### config.mk
export PLATFORM = sky130hd
export DESIGN_NAME = rational_fraction_alu_core
export DESIGN_NICKNAME = d
export VERILOG_FILES = /design/src/design/rfa_pkg.sv /design/src/design/rational_fraction_alu_core.sv /design/src/design/rfa_mul.sv /design/src/design/rfa_gcd.sv /design/src/design/rfa_div.sv
export SDC_FILE = /design/constraint.sdc
export NUM_CORES = 2
export LEC_CHECK = 0
export CAP_MARGIN = 20
export CORE_MARGIN = 8
export CORE_UTILIZATION = 40
export DETAILED_ROUTE_END_ITERATION = 12
export DONT_BUFFER_PORTS = 1
export GPL_TIMING_DRIVEN = 0
export SYNTH_ARGS = -nofsm -noshare
export SYNTH_HDL_FRONTEND = slang
export SYNTH_SLANG_ARGS = --single-unit
### constraint.sdc
create_clock -name i_clk -period 11.8 [get_ports i_clk]
set_input_delay 1.18 -clock i_clk [delete_from_list [all_inputs] [get_ports i_clk]]
set_output_delay 1.18 -clock i_clk [all_outputs]
set_load 0.1 [all_outputs]
### src/design/rfa_pkg.sv
// shared types, codes and widths of the rational fraction alu
`timescale 1ns / 1ps
`default_nettype none
package rfa_pkg;

    // default operand width and the fixed result field widths
    localparam int OPERAND_WIDTH_DEF = 16;
    localparam int KIND_W            = 3;
    localparam int RES_NUM_W         = 33;
    localparam int RES_DEN_W         = 31;
    localparam int FLAGS_W           = 2;

    // operation codes carried on the input tuser
    typedef enum logic [KIND_W-1:0] {
        K_ADD = 3'd0,
        K_SUB = 3'd1,
        K_MUL = 3'd2,
        K_DIV = 3'd3,
        K_CMP = 3'd4,
        K_RED = 3'd5
    } t_kind;

    // sequencer states
    typedef enum logic [3:0] {
        S_IDLE,
        S_MUL0,
        S_MUL1,
        S_MUL2,
        S_SUM,
        S_GCD,
        S_DIVN,
        S_DIVD,
        S_OUT
    } t_state;

endpackage
`default_nettype wire

### src/design/rational_fraction_alu_core.sv
// rational fraction alu: top level, sequencer and result register
//
// One operation on two fractions a = a_num/a_den and b = b_num/b_den per beat.
// Input beat (s_*): s_tuser carries the operation (add, subtract, multiply,
// divide, compare, reduce a), s_tdata the four operands. Output beat (m_*):
// m_tdata carries res_num and res_den, m_tuser the greater and status flags.
// cfg_valid/cfg_data writes the auto_reduce bit; write it only while idle.
// From accept to the result register, an error item goes straight to S_OUT;
// otherwise the item passes S_MUL0, S_MUL1, S_MUL2 and S_SUM and, when the
// result is reduced, S_GCD (binary gcd, one shift or subtract per cycle), then
// S_DIVN and S_DIVD (the numerator and denominator divided by the gcd); the
// next beat can be taken in the cycle after the result loads. One gcd unit,
// one divider and one multiplier used three times do the arithmetic.
// One item at a time: s_tready is high only while the sequencer is idle.
// The result register lets the next item start while a result waits; if the
// receiver stalls, the finished item holds in the sequencer until it drains.
// Reset (synchronous, active low) clears auto_reduce and drops all valids.
`timescale 1ns / 1ps
`default_nettype none
module rational_fraction_alu_core #(
    parameter int OPERAND_WIDTH = rfa_pkg::OPERAND_WIDTH_DEF
) (
    input  wire logic i_clk,
    input  wire logic i_rst_n,
    // input stream
    input  wire logic                                      s_tvalid,
    output logic                                           s_tready,
    // a_num, a_den, b_num, b_den, zero pad
    input  wire logic [((4*OPERAND_WIDTH+7)/8)*8-1:0]      s_tdata,
    // kind
    input  wire logic [rfa_pkg::KIND_W-1:0]                s_tuser,
    // result stream
    output logic                                           m_tvalid,
    input  wire logic                                      m_tready,
    // res_num, res_den
    output logic [rfa_pkg::RES_NUM_W+rfa_pkg::RES_DEN_W-1:0] m_tdata,
    // greater, status
    output logic [rfa_pkg::FLAGS_W-1:0]                    m_tuser,
    // configuration write
    input  wire logic                                      cfg_valid,
    output logic                                           cfg_ready,
    input  wire logic                                      cfg_data
);

    localparam int W     = OPERAND_WIDTH;
    localparam int M     = 2 * OPERAND_WIDTH;
    localparam int NUM_W = rfa_pkg::RES_NUM_W;
    localparam int DEN_W = rfa_pkg::RES_DEN_W;

    rfa_pkg::t_state r_state, n_state;

    logic             r_auto;
    logic [2:0]       r_kind;
    logic             r_err;
    logic             r_an_neg, r_ad_neg, r_bn_neg, r_bd_neg;
    logic [W-1:0]     r_an, r_ad, r_bn, r_bd;
    logic [M-1:0]     r_p0, r_p1;
    logic             r_num_neg;
    logic [M-1:0]     r_num, r_den;
    logic [M-1:0]     r_g;
    logic             r_out_valid;
    logic [NUM_W-1:0] r_res_num;
    logic [DEN_W-1:0] r_res_den;
    logic             r_greater;
    logic             r_status;

    logic             accept;
    logic [W-1:0]     in_an, in_ad, in_bn, in_bd;
    logic [2:0]       in_kind;
    logic             in_err;
    logic             out_load;
    logic             do_reduce;
    logic [W-1:0]     mul_a, mul_b;
    logic [M-1:0]     prod;
    logic             s0, s1, s2;
    logic [M-1:0]     sum_mag;
    logic             sum_neg;
    logic [M-1:0]     f_num, f_den;
    logic             f_num_neg, f_den_neg, f_neg;
    logic             gcd_start, gcd_done;
    logic [M-1:0]     gcd_val;
    logic             div_start, div_done;
    logic [M-1:0]     div_dividend, div_divisor, div_quot;
    logic signed [M:0] num_sv;

    // operand fields and error check at the input beat
    assign accept  = s_tvalid && s_tready;
    assign in_kind = s_tuser;
    assign in_an   = s_tdata[W-1:0];
    assign in_ad   = s_tdata[2*W-1:W];
    assign in_bn   = s_tdata[3*W-1:2*W];
    assign in_bd   = s_tdata[4*W-1:3*W];
    assign in_err  = (in_kind > rfa_pkg::K_RED) || (in_ad == '0)
                     || ((in_kind != rfa_pkg::K_RED) && (in_bd == '0))
                     || ((in_kind == rfa_pkg::K_DIV) && (in_bn == '0));

    assign out_load  = !r_out_valid || m_tready;
    assign do_reduce = r_auto || (r_kind == rfa_pkg::K_RED);
    assign cfg_ready = 1'b1;

    // configuration register
    always_ff @(posedge i_clk) begin
        if (!i_rst_n) begin
            r_auto <= 1'b0;
        end else if (cfg_valid && cfg_ready) begin
            r_auto <= cfg_data;
        end
    end

    // next state
    always_comb begin
        n_state = r_state;
        unique case (r_state)
            rfa_pkg::S_IDLE: begin
                if (accept) begin
                    n_state = in_err ? rfa_pkg::S_OUT : rfa_pkg::S_MUL0;
                end
            end
            rfa_pkg::S_MUL0: n_state = rfa_pkg::S_MUL1;
            rfa_pkg::S_MUL1: n_state = rfa_pkg::S_MUL2;
            rfa_pkg::S_MUL2: n_state = rfa_pkg::S_SUM;
            rfa_pkg::S_SUM:  n_state = do_reduce ? rfa_pkg::S_GCD : rfa_pkg::S_OUT;
            rfa_pkg::S_GCD: begin
                if (gcd_done) begin
                    n_state = rfa_pkg::S_DIVN;
                end
            end
            rfa_pkg::S_DIVN: begin
                if (div_done) begin
                    n_state = rfa_pkg::S_DIVD;
                end
            end
            rfa_pkg::S_DIVD: begin
                if (div_done) begin
                    n_state = rfa_pkg::S_OUT;
                end
            end
            rfa_pkg::S_OUT: begin
                if (out_load) begin
                    n_state = rfa_pkg::S_IDLE;
                end
            end
            default: n_state = rfa_pkg::S_IDLE;
        endcase
    end

    // sequencer outputs: multiplier operands, unit starts, ready
    always_comb begin
        s_tready     = 1'b0;
        mul_a        = r_ad;
        mul_b        = (r_kind == rfa_pkg::K_DIV) ? r_bn : r_bd;
        gcd_start    = 1'b0;
        div_start    = 1'b0;
        div_dividend = r_den;
        div_divisor  = r_g;
        unique case (r_state)
            rfa_pkg::S_IDLE: s_tready = 1'b1;
            rfa_pkg::S_MUL0: begin
                mul_a = r_an;
                mul_b = (r_kind == rfa_pkg::K_MUL) ? r_bn : r_bd;
            end
            rfa_pkg::S_MUL1: begin
                mul_a = r_bn;
                mul_b = r_ad;
            end
            rfa_pkg::S_SUM:  gcd_start = do_reduce;
            rfa_pkg::S_GCD: begin
                div_start    = gcd_done;
                div_dividend = r_num;
                div_divisor  = gcd_val;
            end
            rfa_pkg::S_DIVN: div_start = div_done;
            default: ;
        endcase
    end

    // signs of the three products
    assign s0 = r_an_neg ^ ((r_kind == rfa_pkg::K_MUL) ? r_bn_neg : r_bd_neg);
    assign s1 = r_bn_neg ^ r_ad_neg ^ (r_kind != rfa_pkg::K_ADD);
    assign s2 = r_ad_neg ^ ((r_kind == rfa_pkg::K_DIV) ? r_bn_neg : r_bd_neg);

    // signed magnitude sum of the two cross products
    always_comb begin
        if (s0 == s1) begin
            sum_mag = r_p0 + r_p1;
            sum_neg = s0;
        end else if (r_p0 >= r_p1) begin
            sum_mag = r_p0 - r_p1;
            sum_neg = s0;
        end else begin
            sum_mag = r_p1 - r_p0;
            sum_neg = s1;
        end
    end

    // fraction before reduction, denominator sign moved into the numerator
    always_comb begin
        case (r_kind) inside
            rfa_pkg::K_ADD, rfa_pkg::K_SUB, rfa_pkg::K_CMP: begin
                f_num     = sum_mag;
                f_num_neg = sum_neg;
                f_den     = prod;
                f_den_neg = s2;
            end
            rfa_pkg::K_RED: begin
                f_num     = M'(r_an);
                f_num_neg = r_an_neg;
                f_den     = M'(r_ad);
                f_den_neg = r_ad_neg;
            end
            default: begin
                f_num     = r_p0;
                f_num_neg = s0;
                f_den     = prod;
                f_den_neg = s2;
            end
        endcase
        f_neg = (f_num_neg ^ f_den_neg) && (f_num != '0);
    end

    // sequencer state
    always_ff @(posedge i_clk) begin
        if (!i_rst_n) begin
            r_state <= rfa_pkg::S_IDLE;
        end else begin
            r_state <= n_state;
        end
    end

    // item registers
    always_ff @(posedge i_clk) begin
        if (accept) begin
            r_kind   <= in_kind;
            r_err    <= in_err;
            r_an_neg <= in_an[W-1];
            r_ad_neg <= in_ad[W-1];
            r_bn_neg <= in_bn[W-1];
            r_bd_neg <= in_bd[W-1];
            r_an     <= in_an[W-1] ? -in_an : in_an;
            r_ad     <= in_ad[W-1] ? -in_ad : in_ad;
            r_bn     <= in_bn[W-1] ? -in_bn : in_bn;
            r_bd     <= in_bd[W-1] ? -in_bd : in_bd;
        end
        if (r_state == rfa_pkg::S_MUL1) begin
            r_p0 <= prod;
        end
        if (r_state == rfa_pkg::S_MUL2) begin
            r_p1 <= prod;
        end
        if (r_state == rfa_pkg::S_SUM) begin
            r_num     <= f_num;
            r_num_neg <= f_neg;
            r_den     <= f_den;
        end
        if ((r_state == rfa_pkg::S_GCD) && gcd_done) begin
            r_g <= gcd_val;
        end
        if ((r_state == rfa_pkg::S_DIVN) && div_done) begin
            r_num <= div_quot;
        end
        if ((r_state == rfa_pkg::S_DIVD) && div_done) begin
            r_den <= div_quot;
        end
    end

    // shared units
    rfa_mul #(
        .OPERAND_WIDTH (OPERAND_WIDTH)
    ) u_mul (
        .i_clk  (i_clk),
        .i_a    (mul_a),
        .i_b    (mul_b),
        .o_prod (prod)
    );

    rfa_gcd #(
        .WIDTH (M)
    ) u_gcd (
        .i_clk   (i_clk),
        .i_rst_n (i_rst_n),
        .i_start (gcd_start),
        .i_x     (f_num),
        .i_y     (f_den),
        .o_done  (gcd_done),
        .o_gcd   (gcd_val)
    );

    rfa_div #(
        .WIDTH (M)
    ) u_div (
        .i_clk      (i_clk),
        .i_rst_n    (i_rst_n),
        .i_start    (div_start),
        .i_dividend (div_dividend),
        .i_divisor  (div_divisor),
        .o_done     (div_done),
        .o_quot     (div_quot)
    );

    // signed numerator, wrapped to the result field
    assign num_sv = r_num_neg ? -$signed({1'b0, r_num}) : $signed({1'b0, r_num});

    // result register
    always_ff @(posedge i_clk) begin
        if (!i_rst_n) begin
            r_out_valid <= 1'b0;
        end else if ((r_state == rfa_pkg::S_OUT) && out_load) begin
            r_out_valid <= 1'b1;
        end else if (m_tready) begin
            r_out_valid <= 1'b0;
        end
    end

    always_ff @(posedge i_clk) begin
        if ((r_state == rfa_pkg::S_OUT) && out_load) begin
            if (r_err) begin
                r_res_num <= '0;
                r_res_den <= '0;
                r_greater <= 1'b0;
                r_status  <= 1'b1;
            end else begin
                r_res_num <= NUM_W'(num_sv);
                r_res_den <= DEN_W'(r_den);
                r_greater <= (r_kind == rfa_pkg::K_CMP) && !r_num_neg && (r_num != '0);
                r_status  <= 1'b0;
            end
        end
    end

    assign m_tvalid = r_out_valid;
    assign m_tdata  = {r_res_den, r_res_num};
    assign m_tuser  = {r_status, r_greater};

    // an error result carries an all-zero fraction
    assert property (@(posedge i_clk) disable iff (!i_rst_n)
        m_tvalid && m_tuser[1] |-> m_tdata == '0)
        else $error("error result with nonzero fraction");

    // greater never comes with an error or a non-positive numerator
    assert property (@(posedge i_clk) disable iff (!i_rst_n)
        m_tvalid && m_tuser[0] |-> !m_tuser[1] && !m_tdata[NUM_W-1] && (m_tdata[NUM_W-1:0] != '0))
        else $error("greater flag inconsistent with result");

    // a rejected item skips the arithmetic
    assert property (@(posedge i_clk) disable iff (!i_rst_n)
        accept && in_err |=> r_state == rfa_pkg::S_OUT)
        else $error("error item entered the datapath");

    // gcd completion hands over to the numerator division
    assert property (@(posedge i_clk) disable iff (!i_rst_n)
        (r_state == rfa_pkg::S_GCD) && gcd_done |=> (r_state == rfa_pkg::S_DIVN) && !div_done)
        else $error("divider not started after gcd");

endmodule
`default_nettype wire

### src/design/rfa_mul.sv
// unsigned magnitude multiplier with registered product
`timescale 1ns / 1ps
`default_nettype none
module rfa_mul #(
    parameter int OPERAND_WIDTH = rfa_pkg::OPERAND_WIDTH_DEF
) (
    input  wire logic                       i_clk,
    input  wire logic [OPERAND_WIDTH-1:0]   i_a,
    input  wire logic [OPERAND_WIDTH-1:0]   i_b,
    output logic      [2*OPERAND_WIDTH-1:0] o_prod
);

    logic [2*OPERAND_WIDTH-1:0] r_prod;

    // one product per cycle, registered
    always_ff @(posedge i_clk) begin
        r_prod <= i_a * i_b;
    end

    assign o_prod = r_prod;

endmodule
`default_nettype wire

### src/design/rfa_gcd.sv
// binary gcd unit, one shift or subtract step per cycle
`timescale 1ns / 1ps
`default_nettype none
module rfa_gcd #(
    parameter int WIDTH = 2 * rfa_pkg::OPERAND_WIDTH_DEF
) (
    input  wire logic             i_clk,
    input  wire logic             i_rst_n,
    input  wire logic             i_start,
    input  wire logic [WIDTH-1:0] i_x,
    input  wire logic [WIDTH-1:0] i_y,
    output logic                  o_done,
    output logic      [WIDTH-1:0] o_gcd
);

    localparam int K_W = $clog2(WIDTH);

    logic             r_busy;
    logic             r_done;
    logic [WIDTH-1:0] r_a;
    logic [WIDTH-1:0] r_b;
    logic [K_W-1:0]   r_k;
    logic [WIDTH-1:0] r_gcd;
    logic             finish;

    // finished once either operand reaches zero
    assign finish = r_busy && ((r_a == '0) || (r_b == '0));

    // control
    always_ff @(posedge i_clk) begin
        if (!i_rst_n) begin
            r_busy <= 1'b0;
            r_done <= 1'b0;
        end else begin
            r_done <= 1'b0;
            if (i_start) begin
                r_busy <= 1'b1;
            end else if (finish) begin
                r_busy <= 1'b0;
                r_done <= 1'b1;
            end
        end
    end

    // datapath: strip common twos, then subtract odd values
    always_ff @(posedge i_clk) begin
        if (i_start) begin
            r_a <= i_x;
            r_b <= i_y;
            r_k <= '0;
        end else if (r_busy) begin
            if (r_a == '0) begin
                r_gcd <= r_b << r_k;
            end else if (r_b == '0) begin
                r_gcd <= r_a << r_k;
            end else if (!r_a[0] && !r_b[0]) begin
                r_a <= r_a >> 1;
                r_b <= r_b >> 1;
                r_k <= r_k + 1'b1;
            end else if (!r_a[0]) begin
                r_a <= r_a >> 1;
            end else if (!r_b[0]) begin
                r_b <= r_b >> 1;
            end else if (r_a >= r_b) begin
                r_a <= r_a - r_b;
            end else begin
                r_b <= r_b - r_a;
            end
        end
    end

    assign o_done = r_done;
    assign o_gcd  = r_gcd;

endmodule
`default_nettype wire

### src/design/rfa_div.sv
// restoring divider, one quotient bit per cycle
`timescale 1ns / 1ps
`default_nettype none
module rfa_div #(
    parameter int WIDTH = 2 * rfa_pkg::OPERAND_WIDTH_DEF
) (
    input  wire logic             i_clk,
    input  wire logic             i_rst_n,
    input  wire logic             i_start,
    input  wire logic [WIDTH-1:0] i_dividend,
    input  wire logic [WIDTH-1:0] i_divisor,
    output logic                  o_done,
    output logic      [WIDTH-1:0] o_quot
);

    localparam int CNT_W = $clog2(WIDTH + 1);

    logic             r_busy;
    logic             r_done;
    logic [CNT_W-1:0] r_cnt;
    logic [WIDTH-1:0] r_rem;
    logic [WIDTH-1:0] r_quo;
    logic [WIDTH-1:0] r_dvs;
    logic [WIDTH:0]   rem_sh;
    logic [WIDTH:0]   diff;

    // trial subtract of the shifted partial remainder
    assign rem_sh = {r_rem, r_quo[WIDTH-1]};
    assign diff   = rem_sh - {1'b0, r_dvs};

    // control
    always_ff @(posedge i_clk) begin
        if (!i_rst_n) begin
            r_busy <= 1'b0;
            r_done <= 1'b0;
            r_cnt  <= '0;
        end else begin
            r_done <= 1'b0;
            if (i_start) begin
                r_busy <= 1'b1;
                r_cnt  <= CNT_W'(WIDTH);
            end else if (r_busy) begin
                r_cnt <= r_cnt - 1'b1;
                if (r_cnt == CNT_W'(1)) begin
                    r_busy <= 1'b0;
                    r_done <= 1'b1;
                end
            end
        end
    end

    // datapath
    always_ff @(posedge i_clk) begin
        if (i_start) begin
            r_rem <= '0;
            r_quo <= i_dividend;
            r_dvs <= i_divisor;
        end else if (r_busy) begin
            if (!diff[WIDTH]) begin
                r_rem <= diff[WIDTH-1:0];
                r_quo <= {r_quo[WIDTH-2:0], 1'b1};
            end else begin
                r_rem <= rem_sh[WIDTH-1:0];
                r_quo <= {r_quo[WIDTH-2:0], 1'b0};
            end
        end
    end

    assign o_done = r_done;
    assign o_quot = r_quo;

endmodule
`default_nettype wire

==> Yosys cells after proc, flatten, opt, wreduce, memory -nomap -nowiden <==
Index checks and enable logic that the tools add are counted.
{ "word_totals": {"reg_bits": 544, "input_bits": 73, "word_cells": 227} }
{ "op_classes": {"addsub": 13, "multipliers": 1, "order_cmp": 3, "eq_ne": 27, "shifts": 2, "muxes": 74, "n_bitwise": 11, "n_reduce_logical": 52} }
{ "op_table": {"columns": ["operator", "count"], "rows": [
  ["$mux 32", 34],
  ["$sub 32x32->32", 4],
  ["$ge 32x32->1", 2],
  ["$logic_not 32->1", 2],
  ["$neg 16->16", 4],
  ["$pmux 16 s2", 2],
  ["$reduce_bool 32->1", 2],
  ["$shl 32x5->32", 2],
  ["$mux 15", 4],
  ["$logic_not 16->1", 3],
  ["$pmux 4 s9", 1],
  ["$neg 32->33", 1],
  ["$sub 33x32->33", 1],
  ["$add 32x32->32", 1],
  ["$mul 16x16->32", 1],
  ["$mux 16", 2],
  ["$mux 4", 7],
  ["$mux 1", 21],
  ["$eq 4x3->1 const B", 4],
  ["$reduce_and 5->1", 3],
  ["$reduce_bool 2->1", 7],
  ["$logic_and 1x1->1", 12],
  ["$mux 6", 2],
  ["$ne 4x4->1 const B", 3],
  ["other kinds (26)", 58]
]} }

==> Longest topological paths before layout <==
{ "logic_depth": {"ltp_word": 9, "mapped_depth": 34, "ltp_nobuf": 30} }

==> By module <==
A second synthesis with hierarchy kept.
{ "unflattened": {"cells_unflattened": 4961, "area_unflattened_um2": 45992.9} }
{ "by_module_without_submodules": {"columns": ["mod", "n_inst", "cells_per_inst", "area_each_um2"], "rows": [
  ["rational_fraction_alu_core", 1, 2170, 20910.1],
  ["rfa_gcd", 1, 1210, 9978.3],
  ["rfa_mul", 1, 1029, 9272.6],
  ["rfa_div", 1, 552, 5831.8]
]} }

==> Worst setup path after synthesis <==
Ideal clock, no wire load.
{ "synth_timing": {"path_type": "register to register", "from": "reg r_state[1]", "to": "reg u_mul.r_prod[30], in the netlist u_mul.o_prod[30]", "setup_ns": 0.072, "arrival_ns": 8.055, "required_ns": 11.728, "path_slack_ns": 3.673, "stages_incl_launch_ff": 28, "path_buffers": 3, "synth_period_minus_slack_ns": 8.127, "cell_sequence": "dfxtp_1 clkbuf_1 nand2b_1 nor3_1 clkbuf_1 clkbuf_1 a211oi_1 nor2_1 fa_1 fa_1 fa_1 fa_1 fa_1 inv_1 fa_1 inv_1 ha_1 a21o_1 a21o_1 a21o_1 a21oi_1 nor2b_1 o21ai_0 nand2b_1 a211oi_1 o2111ai_1 a21oi_1 xnor2_1"} }
{ "synth_between": {"elab_chain_cells": 3, "word_cells_on_any_way": 5, "cone_classes": "mul (1); eq/ne (2); mux (2)"} }
{ "synth_rtl": {"columns": ["element", "line_no", "rtl"], "rows": [
  ["start, declared", "rational_fraction_alu_core.sv:50", "rfa_pkg::t_state r_state, n_state;"],
  ["start signal, assigned", "rational_fraction_alu_core.sv:224", "r_state <= rfa_pkg::S_IDLE;"],
  ["start signal, assigned", "rational_fraction_alu_core.sv:226", "r_state <= n_state;"],
  ["$eq 4x2->1 / $eq 4x1->1 (equally long branches)", "rational_fraction_alu_core.sv:156", "unique case (r_state)"],
  ["$pmux 16 s2", "rational_fraction_alu_core.sv:156", null],
  ["$mul 16x16->32 *", "rfa_mul.sv:17", "r_prod <= i_a * i_b;"],
  ["end signal, assigned", "rfa_mul.sv:17", null],
  ["end, declared", "rfa_mul.sv:13", "logic [2*OPERAND_WIDTH-1:0] r_prod;"]
]} }
Every way passes the cells marked *; elsewhere a longest branch is shown, timed or not.
A chain may end at the register's enable or synchronous reset.

==> Final worst setup path <==
{ "layout_timing": {"from": "reg r_state[3]", "to": "reg u_mul.r_prod[30], in the netlist u_mul.o_prod[30]"} }
The elaborated chain is that of the path after synthesis.

==> results.txt <==
----------------------------------------------------
[Final layout]
  Register area ... 15500 µm²
  Syn-to-layout area delta ... 9.31%
  Flip-flop count of the largest register after layout ... 33
  Total number of nets in the final design ... 5415
  Area occupied by multi-input gates ... 25800 µm²
  Non-filler instance count after layout ... about 6300
  Number of fill cells in the layout ... around 11000
  Register containing the most flip-flops in the final layout ... r_res_num
  Share of layout cells above drive strength 1 ... 5.36%

[Synth]
  Post-synth EDFFs ... 459
  Synthesized netlist cell count ... roughly 4800
  Mapped cell area ... between 40000 and 50000 µm²
  Share of the synthesized area in the top cell type ... about a third
  Unique masters post-synth ... 96
  Synthesized net count ... roughly 5300
  Fraction of registers with async set or reset after synthesis ... 0%
  Seq cells post-synth ... 544
  Syn Area/Cell ... 9.23 µm²
  Top cells by area, synth ... sky130_fd_sc_hd__edfxtp_1 31%, sky130_fd_sc_hd__fa_1 9.1%, sky130_fd_sc_hd__ha_1 8.6%
  Predominant post-synthesis flop cell ... sky130_fd_sc_hd__edfxtp_1
  Sequential-to-total area share from yosys stat ... 35.2%
  Yosys synthesis warning count ... 0
  Largest area contributor in the synthesized netlist ... sky130_fd_sc_hd__edfxtp_1

[Setup path]
  Crit path capture type ... register
  Worst-path cell with the longest stage delay ... sky130_fd_sc_hd__a21oi_1
  Required time at the worst-slack endpoint ... between 10000 and 15000 ps
  Dominant cell type by count on the critical path ... sky130_fd_sc_hd__fa_1
  Largest stage delay on the critical path ... around 670 ps
  Crit path arrival time ... around 11000 ps
  Path type of the worst setup path ... reg2reg
  Worst-path fanout max ... 10
  Kind of start point of the critical path ... register

[Detailed routing]
  Initial drt markers ... 4024
  Drc violations ... 0
  Total length of routed wires ... around 150000 µm
  First-pass iteration count of the detailed router ... 6
  DRT antenna net count ... 0
  Wire length per cell ... between 20 and 25 µm
  Detailed-route via count ... approximately 37000
  DR vias/cell ... 5.81

[CTS]
  Worst-skew pair later-pin latency ... ~670 ps
  Root Buffer ... sky130_fd_sc_hd__clkbuf_16
  Post-cts sizing count ... 0
  Clock input transition at the sequential cells of the worst setup and hold paths ... 60 ps
  # Post-CTS Setup Buffers ... 0
  CTS tree ... done
  Htree depth ... 2
  CTS sink count ... 544
  Max Root-Sink Buffers ... 3
  Post-CTS Hold Fix Bufs ... 0
  Num CTS Buffers ... 60

[STA]
  Final critical path time including I/O delays and setup ... ~10000 ps
  Setup violators final ... 0
  Setup tns final ... 0 ps
  Final Max Slew Viols ... 3
  Setup ws final ... between 1500 and 2000 ps
  Worst slew pin tran ... around 1500 ps
  Hold violation count in the final report ... 0
  Peak Freq ... around 100 MHz
  Maximum clock skew at final layout ... slightly above 30 ps
  Unrepaired setup endpoints after global routing ... no
  Slew headroom ... -0.278%
  Ratio of final minimum period to clock period ... 84.7%

[Global route]
  Total global routing track utilization ... between 20% and 30%
  Vias in the first global route ... between 30000 and 40000
  Antenna violations before repair ... 5
  Pin count of the biggest net entering global routing ... 72
  Global-route wire length before repair ... around 230000 µm
  Congestion Overflow GR ... 0

[Place]
  Worst-case setup slack after placement ... between 1500 and 2000 ps
  Port bufs ... 0
  Weighted congestion reported at the end of routability-driven placement ... between 0.9 and 1
  Cell count after placement ... slightly above 6000
  Sum of net half-perimeters after detailed placement ... 121000 µm

[Min path]
  HP Class ... reg2reg

[Die]
  Die extent in x ... 348 µm
  Effective utilization at floorplan ... 40.3%
  Number of placement rows ... roughly 120
  Number of top-level design ports ... 142
  Die Area ... roughly 120000 µm²
  Vert. Die Dim ... 348 µm
  Core Region ... between 100000 and 150000 µm²

[Status]
  Status ... finished, violations left
  Violated checks ... slew limit

[Run]
  Total of max-cap violations ... 0

----------------------------------------------------
-- layer usage --
metal | share of wire, % | track usage [%] | vias up
li1 | - | - | 16814
met5 | 0.0086 | 0 | -
met2 | 43 | 37.5 | 1750
met1 | 43 | 33.2 | 17739
met3 | 8.9 | 4.79 | 352
met4 | 4.6 | 9.88 | 2
-- cell type report --
cell class                 instances  area share [%]
clock inverter                    36           0.893
sequential                       544            32.2
timing repair buffer              15           0.417
antenna                            6          0.0312
multi-input combinational       3509            53.6
tap                             1414            3.68
clock buffer                      78            3.37
buffer                           238            2.08
inverter                         472            3.69
-- Yosys cell counts, types with 71 or more instances --
library cell               instances
sky130_fd_sc_hd__a21oi_1         395
sky130_fd_sc_hd__clkbuf_1        194
sky130_fd_sc_hd__dfxtp_1          85
sky130_fd_sc_hd__edfxtp_1        459
sky130_fd_sc_hd__fa_1            200
sky130_fd_sc_hd__ha_1            302
sky130_fd_sc_hd__inv_1           466
sky130_fd_sc_hd__mux2i_1         136
sky130_fd_sc_hd__nand2_1         473
sky130_fd_sc_hd__nor2_1          500
sky130_fd_sc_hd__nor3_1           71
sky130_fd_sc_hd__o21ai_0         242
sky130_fd_sc_hd__xnor2_1         166
sky130_fd_sc_hd__xor2_1           75
-- logic make-up (layout without fill, tap and decap cells) --
group,count (synthesis),after routing,synth area share (%)
other cells,1,7,0.00853
xor+xnor,243,243,4.87
flops,544,544,35.2
compound gates,1133,1133,16.3
mux,201,201,4.86
fa+ha+maj,502,502,17.7
buf+inv,710,839,6.30
simple gates,1429,1429,14.7
-- path summary, 6_finish.rpt --
check	cells after the start	endpoint	slack (ps)	start
worst max-delay path	32	u_mul.o_prod[30]$_DFF_P_	1800	r_state[3]$_SDFFE_PN0P_
worst min-delay path	0	r_g[3]$_DFFE_PP_	460	u_gcd.o_gcd[3]$_SDFFCE_PP0P_
worst max register to register	32	u_mul.o_prod[30]$_DFF_P_	1800	r_state[3]$_SDFFE_PN0P_
worst min register to register	0	r_g[3]$_DFFE_PP_	460	u_gcd.o_gcd[3]$_SDFFCE_PP0P_
-- critical path: cells and delay by family (launching register included) --
family / cells / cell delay [ps]
and+or+nand+nor: 6 / 1220
adders and majority gates: 7 / 3370
AOI/OAI and AO/OA: 10 / 2840
buffers and inverters: 8 / 1780
xor gates and xnor gates: 1 / 310
DFF: 1 / 300
-- per-stage QoR --
step	hold slack [ps]	cell area (µm²)	util, %
2_1_floorplan	420	44000	-
3_3_place_gp	432	45700	42.0
3_5_place_dp	439	46000	42.2
4_1_cts	457	48000	44.1
5_1_grt	460	48000	44.1
6_report	456	48100	44.1
-- layout by cell type, fill, tap and decap left out, types with 27 or more instances in the layout --
master,n
sky130_fd_sc_hd__a211oi_1,32
sky130_fd_sc_hd__a21o_1,67
sky130_fd_sc_hd__a21oi_1,395
sky130_fd_sc_hd__a221oi_1,58
sky130_fd_sc_hd__a22oi_1,27
sky130_fd_sc_hd__and2_1,35
sky130_fd_sc_hd__clkbuf_1,207
sky130_fd_sc_hd__clkbuf_16,61
sky130_fd_sc_hd__dfxtp_1,85
sky130_fd_sc_hd__edfxtp_1,459
sky130_fd_sc_hd__fa_1,200
sky130_fd_sc_hd__ha_1,302
sky130_fd_sc_hd__inv_1,465
sky130_fd_sc_hd__mux2_2,61
sky130_fd_sc_hd__mux2i_1,136
sky130_fd_sc_hd__nand2_1,471
sky130_fd_sc_hd__nand2b_1,50
sky130_fd_sc_hd__nand3_1,49
sky130_fd_sc_hd__nand4_1,34
sky130_fd_sc_hd__nor2_1,499
sky130_fd_sc_hd__nor2b_1,66
sky130_fd_sc_hd__nor3_1,69
sky130_fd_sc_hd__nor4_1,28
sky130_fd_sc_hd__o21ai_0,242
sky130_fd_sc_hd__o21bai_1,30
sky130_fd_sc_hd__o31ai_1,37
sky130_fd_sc_hd__or3_1,27
sky130_fd_sc_hd__xnor2_1,166
sky130_fd_sc_hd__xor2_1,75
Power is not shown: default switching activity piles up to over one toggle a cycle in this logic, so the estimate is an artifact.
